==> src/hw/rtl/toroidal_life_generation_step_core_assert.svh <==
// ----------------------------------------------------------------------------
// Assertion macros used by the life-board RTL (tlgs_ctrl).
// Both expect signals named clock and reset in the module that uses them.
// ----------------------------------------------------------------------------
`ifndef TOROIDAL_LIFE_GENERATION_STEP_CORE_ASSERT_SVH
`define TOROIDAL_LIFE_GENERATION_STEP_CORE_ASSERT_SVH

// same-cycle implication
`define TLGS_ASSERT_IMPL(label, ante, cons) \
   label: assert property (@(posedge clock) disable iff (reset) (ante) |-> (cons)) \
      else $error("tlgs assertion failed");

// next-cycle implication
`define TLGS_ASSERT_NEXT(label, ante, cons) \
   label: assert property (@(posedge clock) disable iff (reset) (ante) |=> (cons)) \
      else $error("tlgs assertion failed");

`endif

==> src/hw/rtl/tlgs_pkg.sv <==
`timescale 1ns / 1ps
// ----------------------------------------------------------------------------
// tlgs_pkg
// Shared types and constants of the toroidal life board core.
// ----------------------------------------------------------------------------
package tlgs_pkg;

   localparam int BOARD_WIDTH_DEFAULT  = 64;
   localparam int BOARD_HEIGHT_DEFAULT = 64;

   localparam int KIND_BITS     = 2;
   localparam int COORD_BITS    = 6;
   localparam int REQ_DATA_BITS = 16;
   localparam int RSP_DATA_BITS = 8;

   // Conway rule counts
   localparam logic [3:0] KEEP_COUNT  = 4'd2;
   localparam logic [3:0] BIRTH_COUNT = 4'd3;

   typedef enum logic [KIND_BITS-1:0] {
      CMD_WRITE = 2'd0,
      CMD_STEP  = 2'd1,
      CMD_READ  = 2'd2
   } cmd_type;

   typedef enum logic [1:0] {
      WR_ZERO    = 2'd0,
      WR_CELL    = 2'd1,
      WR_GEN_RAM = 2'd2,
      WR_GEN_TOP = 2'd3
   } wr_sel_type;

   typedef struct packed {
      logic       capture;
      logic       rd_en;
      logic       rd_item;
      logic       wr_en;
      logic       wr_item;
      wr_sel_type wr_sel;
      logic       load_above;
      logic       load_cur;
      logic       shift;
      logic       take_cell;
      logic       load_rsp;
   } dp_cmd_type;

   typedef struct packed {
      logic [KIND_BITS-1:0] kind;
      logic                 on_board;
   } dp_status_type;

endpackage

==> src/hw/rtl/tlgs_ctrl.sv <==
`timescale 1ns / 1ps
`include "toroidal_life_generation_step_core_assert.svh"
// ----------------------------------------------------------------------------
// tlgs_ctrl
// Sequencer: clearing pass, cell read-modify-write and the generation sweep.
// ----------------------------------------------------------------------------
module tlgs_ctrl #(
   parameter int BOARD_HEIGHT = tlgs_pkg::BOARD_HEIGHT_DEFAULT,
   localparam int RowBits = $clog2(BOARD_HEIGHT)
) (
   input  logic                    clock,
   input  logic                    reset,
   input  logic                    req_tvalid,
   output logic                    req_tready,
   output logic                    rsp_tvalid,
   input  logic                    rsp_tready,
   input  tlgs_pkg::dp_status_type dp_status,
   output tlgs_pkg::dp_cmd_type    dp_cmd,
   output logic [RowBits-1:0]      rd_row,
   output logic [RowBits-1:0]      wr_row
);
   import tlgs_pkg::*;

   localparam logic [RowBits-1:0] LastRow   = RowBits'(BOARD_HEIGHT - 1);
   localparam logic [RowBits-1:0] PenultRow = RowBits'(BOARD_HEIGHT - 2);

   typedef enum logic [3:0] {
      ST_CLEAR,
      ST_IDLE,
      ST_DISPATCH,
      ST_CELL_RD,
      ST_CELL_ACT,
      ST_G_PRIME,
      ST_G_ABOVE,
      ST_G_CUR,
      ST_G_SWEEP,
      ST_G_LAST,
      ST_DONE
   } state_type;

   state_type          state_ff;
   logic [RowBits-1:0] rd_ff;
   logic [RowBits-1:0] wr_ff;
   logic               rsp_tvalid_ff;

   always_comb begin
      dp_cmd     = '0;
      req_tready = (state_ff == ST_IDLE);
      unique case (state_ff)
         ST_CLEAR: begin
            dp_cmd.wr_en  = 1'b1;
            dp_cmd.wr_sel = WR_ZERO;
         end
         ST_IDLE: begin
            dp_cmd.capture = req_tvalid;
         end
         ST_DISPATCH: begin
         end
         ST_CELL_RD: begin
            dp_cmd.rd_en   = 1'b1;
            dp_cmd.rd_item = 1'b1;
         end
         ST_CELL_ACT: begin
            dp_cmd.wr_en     = (dp_status.kind == CMD_WRITE) && dp_status.on_board;
            dp_cmd.wr_item   = 1'b1;
            dp_cmd.wr_sel    = WR_CELL;
            dp_cmd.take_cell = 1'b1;
         end
         ST_G_PRIME: begin
            dp_cmd.rd_en = 1'b1;
         end
         ST_G_ABOVE: begin
            dp_cmd.rd_en      = 1'b1;
            dp_cmd.load_above = 1'b1;
         end
         ST_G_CUR: begin
            dp_cmd.rd_en    = 1'b1;
            dp_cmd.load_cur = 1'b1;
         end
         ST_G_SWEEP: begin
            // no read once the last row is already in the read register
            dp_cmd.rd_en  = (wr_ff != PenultRow);
            dp_cmd.wr_en  = 1'b1;
            dp_cmd.wr_sel = WR_GEN_RAM;
            dp_cmd.shift  = 1'b1;
         end
         ST_G_LAST: begin
            dp_cmd.wr_en  = 1'b1;
            dp_cmd.wr_sel = WR_GEN_TOP;
         end
         ST_DONE: begin
            dp_cmd.load_rsp = !rsp_tvalid_ff || rsp_tready;
         end
         default: begin
         end
      endcase
   end

   always_ff @(posedge clock) begin
      if (reset) begin
         state_ff      <= ST_CLEAR;
         rd_ff         <= '0;
         wr_ff         <= '0;
         rsp_tvalid_ff <= 1'b0;
      end else begin
         if (dp_cmd.load_rsp) begin
            rsp_tvalid_ff <= 1'b1;
         end else if (rsp_tvalid_ff && rsp_tready) begin
            rsp_tvalid_ff <= 1'b0;
         end
         unique case (state_ff)
            ST_CLEAR: begin
               if (wr_ff == LastRow) begin
                  wr_ff    <= '0;
                  state_ff <= ST_IDLE;
               end else begin
                  wr_ff <= wr_ff + RowBits'(1);
               end
            end
            ST_IDLE: begin
               if (req_tvalid) begin
                  state_ff <= ST_DISPATCH;
               end
            end
            ST_DISPATCH: begin
               case (dp_status.kind) inside
                  CMD_WRITE, CMD_READ: state_ff <= ST_CELL_RD;
                  CMD_STEP: begin
                     rd_ff    <= LastRow;
                     state_ff <= ST_G_PRIME;
                  end
                  default: state_ff <= ST_DONE;
               endcase
            end
            ST_CELL_RD:  state_ff <= ST_CELL_ACT;
            ST_CELL_ACT: state_ff <= ST_DONE;
            ST_G_PRIME: begin
               rd_ff    <= '0;
               state_ff <= ST_G_ABOVE;
            end
            ST_G_ABOVE: begin
               rd_ff    <= rd_ff + RowBits'(1);
               state_ff <= ST_G_CUR;
            end
            ST_G_CUR: begin
               rd_ff    <= rd_ff + RowBits'(1);
               wr_ff    <= '0;
               state_ff <= ST_G_SWEEP;
            end
            ST_G_SWEEP: begin
               wr_ff <= wr_ff + RowBits'(1);
               if (dp_cmd.rd_en) begin
                  rd_ff <= rd_ff + RowBits'(1);
               end
               if (wr_ff == PenultRow) begin
                  state_ff <= ST_G_LAST;
               end
            end
            ST_G_LAST: begin
               wr_ff    <= '0;
               state_ff <= ST_DONE;
            end
            ST_DONE: begin
               if (dp_cmd.load_rsp) begin
                  state_ff <= ST_IDLE;
               end
            end
            default: state_ff <= ST_IDLE;
         endcase
      end
   end

   assign rsp_tvalid = rsp_tvalid_ff;
   assign rd_row     = rd_ff;
   assign wr_row     = wr_ff;

   `TLGS_ASSERT_NEXT(a_busy_after_accept, req_tvalid && req_tready, !req_tready)
   `TLGS_ASSERT_NEXT(a_rsp_loaded, dp_cmd.load_rsp, rsp_tvalid_ff)
   `TLGS_ASSERT_IMPL(a_sweep_range, state_ff == ST_G_SWEEP, wr_ff < LastRow)
   `TLGS_ASSERT_IMPL(a_last_row, state_ff == ST_G_LAST, wr_ff == LastRow)
   `TLGS_ASSERT_IMPL(a_no_rw_collision, dp_cmd.rd_en && dp_cmd.wr_en, rd_ff != wr_ff)

endmodule

==> config.mk <==
export PLATFORM = sky130hd
export DESIGN_NAME = tlgs_ctrl
export DESIGN_NICKNAME = d
export VERILOG_FILES = /design/src/hw/rtl/tlgs_pkg.sv /design/src/hw/rtl/tlgs_ctrl.sv
export VERILOG_INCLUDE_DIRS = /design/src /design/src/hw/rtl
export SDC_FILE = /design/constraint.sdc
export NUM_CORES = 1
export LEC_CHECK = 0
export ABC_AREA = 1
export ABC_CLOCK_PERIOD_IN_PS = 1600
export BUFFER_PORTS_ARGS = -buffer_cell sky130_fd_sc_hd__buf_2
export CORE_UTILIZATION = 40
export CTS_BUF_LIST = sky130_fd_sc_hd__clkbuf_4
export CTS_CLUSTER_DIAMETER = 40
export DETAILED_ROUTE_END_ITERATION = 10
export PLACE_DENSITY_LB_ADDON = 0.2
export SYNTH_ARGS = -nofsm -noshare
export SYNTH_HDL_FRONTEND = slang
export SYNTH_SLANG_ARGS = --single-unit
==> constraint.sdc <==
create_clock -name clock -period 1.6 [get_ports clock]
set_input_delay 0.08 -clock clock [delete_from_list [all_inputs] [get_ports clock]]
set_output_delay 0.08 -clock clock [all_outputs]
set_load 0.02 [all_outputs]
Yosys cells after proc, flatten, opt, wreduce, memory -nomap -nowiden:

Index checks and enable logic that the tools add are counted.
W data, S select, Z words.

* register bits after elaboration: 17
* output and inout bits: 26

* $add $sub $neg: 2
* equality and inequality tests: 22
* muxes and demuxes: 25
* reductions and logical operators: 17

Operator list (count)
* $pmux W4 S10: 1
* $mux W4: 6
* $mux W6: 4
* $pmux W6 S4: 1
* $pmux W6 S3: 1
* $eq A4 B3 Y1 const B: 4
* $ne A2 B2 Y1 const B: 7
* $add A6 B1 Y6 const B: 2
* $eq A4 B4 Y1 const B: 3
* $eq A6 B6 Y1 const B: 2
* $mux W1: 9
* $eq A4 B2 Y1 const B: 2
* $reduce_and A4 Y1: 2
* $reduce_or A2 Y1: 4
* $ne A6 B6 Y1 const B: 1
* $pmux W2 S3: 1
* $eq A4 B1 Y1 const B: 1
* $logic_not A4 Y1: 1
* $pmux W1 S2: 2
* $reduce_bool A4 Y1: 1
* $reduce_or A4 Y1: 1
* $reduce_bool A3 Y1: 1
* $reduce_or A3 Y1: 1
* $eq A2 B1 Y1 const B: 1
* other kinds (6): 7

Logic depth before layout (Yosys ltp):

* depth after elaboration: 5
* depth in mapped cells: 11
* mapped depth without buffers: 10

Least setup slack after synthesis:

OpenSTA, ideal clock, no wires.

* path type: flip-flop to flip-flop
* start point: register wr_ff[1] (netlist: wr_row[1])
* end point: register state_ff[0]
* setup time: 0.116 ns
* data arrival time: 1.405 ns
* data required time: 1.484 ns
* path slack: 0.079 ns
* cell stages (with the launch flop): 11
* period minus slack after synthesis: 1.521 ns
* path through: dfxtp_1 -> ha_1 -> inv_1 -> nor2_1 -> nand2_1 -> nand2_1 -> nand2_1 -> nor2_1 -> inv_1 -> nor2_1 -> nor2_1

* cells in the longest elaborated chain, start to end: 3
* elaborated cells between the ends (all ways): 5
* those cells by class: 4 x eq/ne; 1 x reduce/logical

RTL lines
* start: declaration: RTL line tlgs_ctrl.sv:43 `logic [RowBits-1:0] wr_ff;`
* start signal: assignment: RTL line tlgs_ctrl.sv:117 `wr_ff <= wr_ff + RowBits'(1);`
* start signal: assignment: RTL line tlgs_ctrl.sv:151 `wr_ff <= wr_ff + RowBits'(1);`
* $eq A6 B6 Y1, on equally long branches: RTL line tlgs_ctrl.sv:155, tlgs_ctrl.sv:113
* $ne A2 B2 Y1 (no line)
* $reduce_and A4 Y1 (no line) (*)
* end signal: assignment: RTL line tlgs_ctrl.sv:156 `state_ff <= ST_G_LAST;`
* end signal: assignment: RTL line tlgs_ctrl.sv:161 `state_ff <= ST_DONE;`
* end signal: assignment: RTL line tlgs_ctrl.sv:165 `state_ff <= ST_IDLE;`
* end: declaration: RTL line tlgs_ctrl.sv:41 `state_type state_ff;`

Every way passes the cells marked *; elsewhere a longest branch is shown, timed or not.
A chain may end at the register's enable or synchronous reset.

==> flow_metrics.tcl <==
set metrics [dict create \
    place_congestion 0.921 \
    num_rows 19 \
    track_usage_pct 18.5 \
    layout.nets 252 \
    final_cells 272 \
    wl_met2_um 1310 \
    clk_pin_slew_worst_paths_ps 110 \
    cts_tree "built" \
    synth_edf_count 0 \
    post-route-period-util_pct 93.6 \
    synth_largest_area_cell "dfxtp_1" \
    wl_per_cell_um 10.6 \
    whs_ps 87.4 \
    grt_max_degree 13 \
    rrSetupSlack_ps 130 \
    critPathSlowestCell "dfxtp_2" \
    p_comb_share_pct 60.1 \
    port_buffers 32 \
    grt_pass1_wl_um 4750 \
    dp_hpwl_um 2160 \
    synthDistinctLibCells 22 \
    drv_slew 0 \
    setup_viol 0 \
    p_total_uw 2320 \
    p_int_uw 1090 \
    routed_wl_um 2900 \
    drt-met1-wl_um 1420 \
    dp.cells 267 \
    crit_chain "inv_1 > nand2_1 > nor2_1 > nor2_1 > nand2_1 > buf_2" \
    status "finished clean" \
    synth_area_leaders "dfxtp_1, nand2_1, nor2_1, inv_1, nand3_1" \
    drv_cap 0 \
    area_growth_pct 22.8 \
    vias 1316 \
    hold_class "primary input to flop" \
    power_frac_seq_pct 29.6 \
    grt_pass1_vias 1150 \
    cp.required_ps 1520 \
    clockPowerShare_pct 10.2 \
    dieHeight_um 56.2 \
    htree_levels 1 \
    synth_flop_cell "dfxtp_1" \
    max_slew_margin_pct 78.1 \
    worst_ep_arrival_time_ps 1420 \
    r2r_start "state_ff[3]$_SDFFE_PP0P_" \
    synth_seq_cells 17 \
    yosysTopAreaCellShare_pct 29.0 \
    viasPerCell 4.84 \
    hold_start "rsp_tready" \
    critical_path_class "flop to output pin" \
    fp.coreArea_sq_um 2760 \
    cp-end-kind "output pin" \
    crit_path_max_fanout 6 \
    synth_common_cells "nand2_1, nor2_1, inv_1" \
    reg2reg_to "wr_row[4]$_SDFFE_PP0P_" \
    syn_area_sq_um 1170 \
    syn_avg_cell_area_sq_um 5.73 \
    ys_seq_area_share_pct 29.0 \
    final.min_clock_period_ps 1500 \
    power.net_switching_uw 1230 \
    crit_path_max_incr_delay_ps 400 \
    fmax_ghz 0.668 \
    clock_tree.buffer_depth 2 \
    syn_nets 215 \
    cts_inserted_buffers 3 \
    leakagePower_uw 0.000784 \
    die_area_sq_um 3150 \
    diodes 0 \
    highest_layer "met4" \
    ctsRootBufferMaster "clkbuf_4" \
    synth.most_common_cell "nand2_1" \
    dr.pass1.iters 4 \
    r2r_cells 7 \
    swShare_pct 53.1 \
    cts.sinks 17 \
    die-width_um 56.2 \
    vdd_ir_drop_max_mv 0.881 \
    drive_gt1_share_pct 22.8 \
    ioPinCount 33 \
    tightest_slew_ps 327 \
    tns_ps 0 \
    cp-start-kind "flop" \
    antenna_found_initial 0 \
    drtIter0Drc 31 \
    p_per_area_nw_per_um2 1610 \
    clock_skew_ps 2.26 \
    min_path_cells 4 \
    utilization_pct 52.3 \
    ant_nets 0 \
    synth_cells 205 \
    hold_violations 0 \
    drc 0 \
    min_to "state_ff[1]$_SDFFE_PP0P_" \
    dr_wl_met3_um 132 \
    synthArstFlopShare_pct 0 \
    grt.overflow.total 0 \
    start_util_pct 42.6 \
    yosys_warnings 0 \
    clk_latency_ps 290 \
]
-- routing by layer --
metal	global-route usage [%]	up-vias
li1	-	706
met1	24.6	569
met2	30.1	37
met3	1.40	4
met4	9.06	0
met5	0	-
-- state kept, by name (all words and copies together) (netlist names) --
name        cells
rd_row          6
wr_row          6
state_ff        4
rsp_tvalid      1
-- power groups by stage --
stage          clock, uW  combinational, uW  sequential, uW
2_1_floorplan          0                915             759
6_report             238               1400             688
5_1_grt              262               1560             708
3_5_place_dp           0               1310             682
3_3_place_gp           0               1310             682
4_1_cts              250               1320             673
-- cell usage in the layout (no fill, tap or decap) --
cell type,count
nand2_1,65
nor2_1,46
buf_2,32
inv_1,25
dfxtp_1,11
nand3_1,10
o21ai_0,7
a21oi_1,6
dfxtp_2,6
nand2_2,3
nor2_4,3
nand4_1,3
ha_1,3
clkbuf_4,3
nor3_1,2
nand3_2,2
xnor2_1,2
xor2_1,2
inv_2,1
nor2_2,1
o21ai_2,1
clkinv_1,1
o221ai_1,1
nand2_4,1
o21bai_1,1
clkinv_2,1
dlygate4sd3_1,1
buf_4,1
-- worst max-delay path: cells and delay by family (launching register included) --
family,cells,cell delay [ps]
buffers and inverters,2,260
DFF,1,400
and+or+nand+nor,4,460
-- cells by family (layout without fill, tap and decap cells) --
group | count (synthesis) | after routing | synth area share (%)
compound gates | 16 | 16 | 7.68
buf+inv | 29 | 65 | 10.2
fa+ha+maj | 3 | 3 | 3.20
flops | 17 | 17 | 29.0
simple gates | 136 | 136 | 46.9
xor+xnor | 4 | 4 | 2.99
-- stage by stage --
stage | instance area (sq um) | setup WS, ps
final | 1440 | 102
after global routing | 1440 | -1.63
after CTS | 1400 | 25.2
after detailed placement | 1360 | 46.3
after global placement | 1360 | 64.6
after floorplan | 1170 | 78.9
-- area by class of cell --
type	instances	area [sq um]
clock inverters	1	5.00
fillers	298	1320
multi-input cells	159	748
repair buffers	34	178
well taps	31	38.8
clock buffers	3	22.5
inverters	27	101
flip-flops and latches	17	348
-- worst max path at each step --
stage / start / slack, ps / end / cells past startpoint
finish: state_ff[3]$_SDFFE_PP0P_ / 100 / dp_cmd[10] / 6
global route: wr_row[1]$_SDFFE_PP0P_ / -2 / state_ff[0]$_SDFFE_PP0P_ / 10
CTS: wr_row[1]$_SDFFE_PP0P_ / 30 / state_ff[0]$_SDFFE_PP0P_ / 10
detailed placement: wr_row[1]$_SDFFE_PP0P_ / 50 / state_ff[0]$_SDFFE_PP0P_ / 10
global placement: wr_row[1]$_SDFFE_PP0P_ / 60 / state_ff[0]$_SDFFE_PP0P_ / 10
floorplan: wr_row[1]$_SDFFE_PP0P_ / 80 / state_ff[0]$_SDFFE_PP0P_ / 10
-- timing repair --
action | in CTS | in global routing
hold buffers | 1 | 0
endpoints found under the hold margin | 2 | 0
setup endpoints to repair | 2 | 18
setup buffers | 0 | 0
gates resized for setup | 1 | 15
Power figures use the tool's default switching activity.
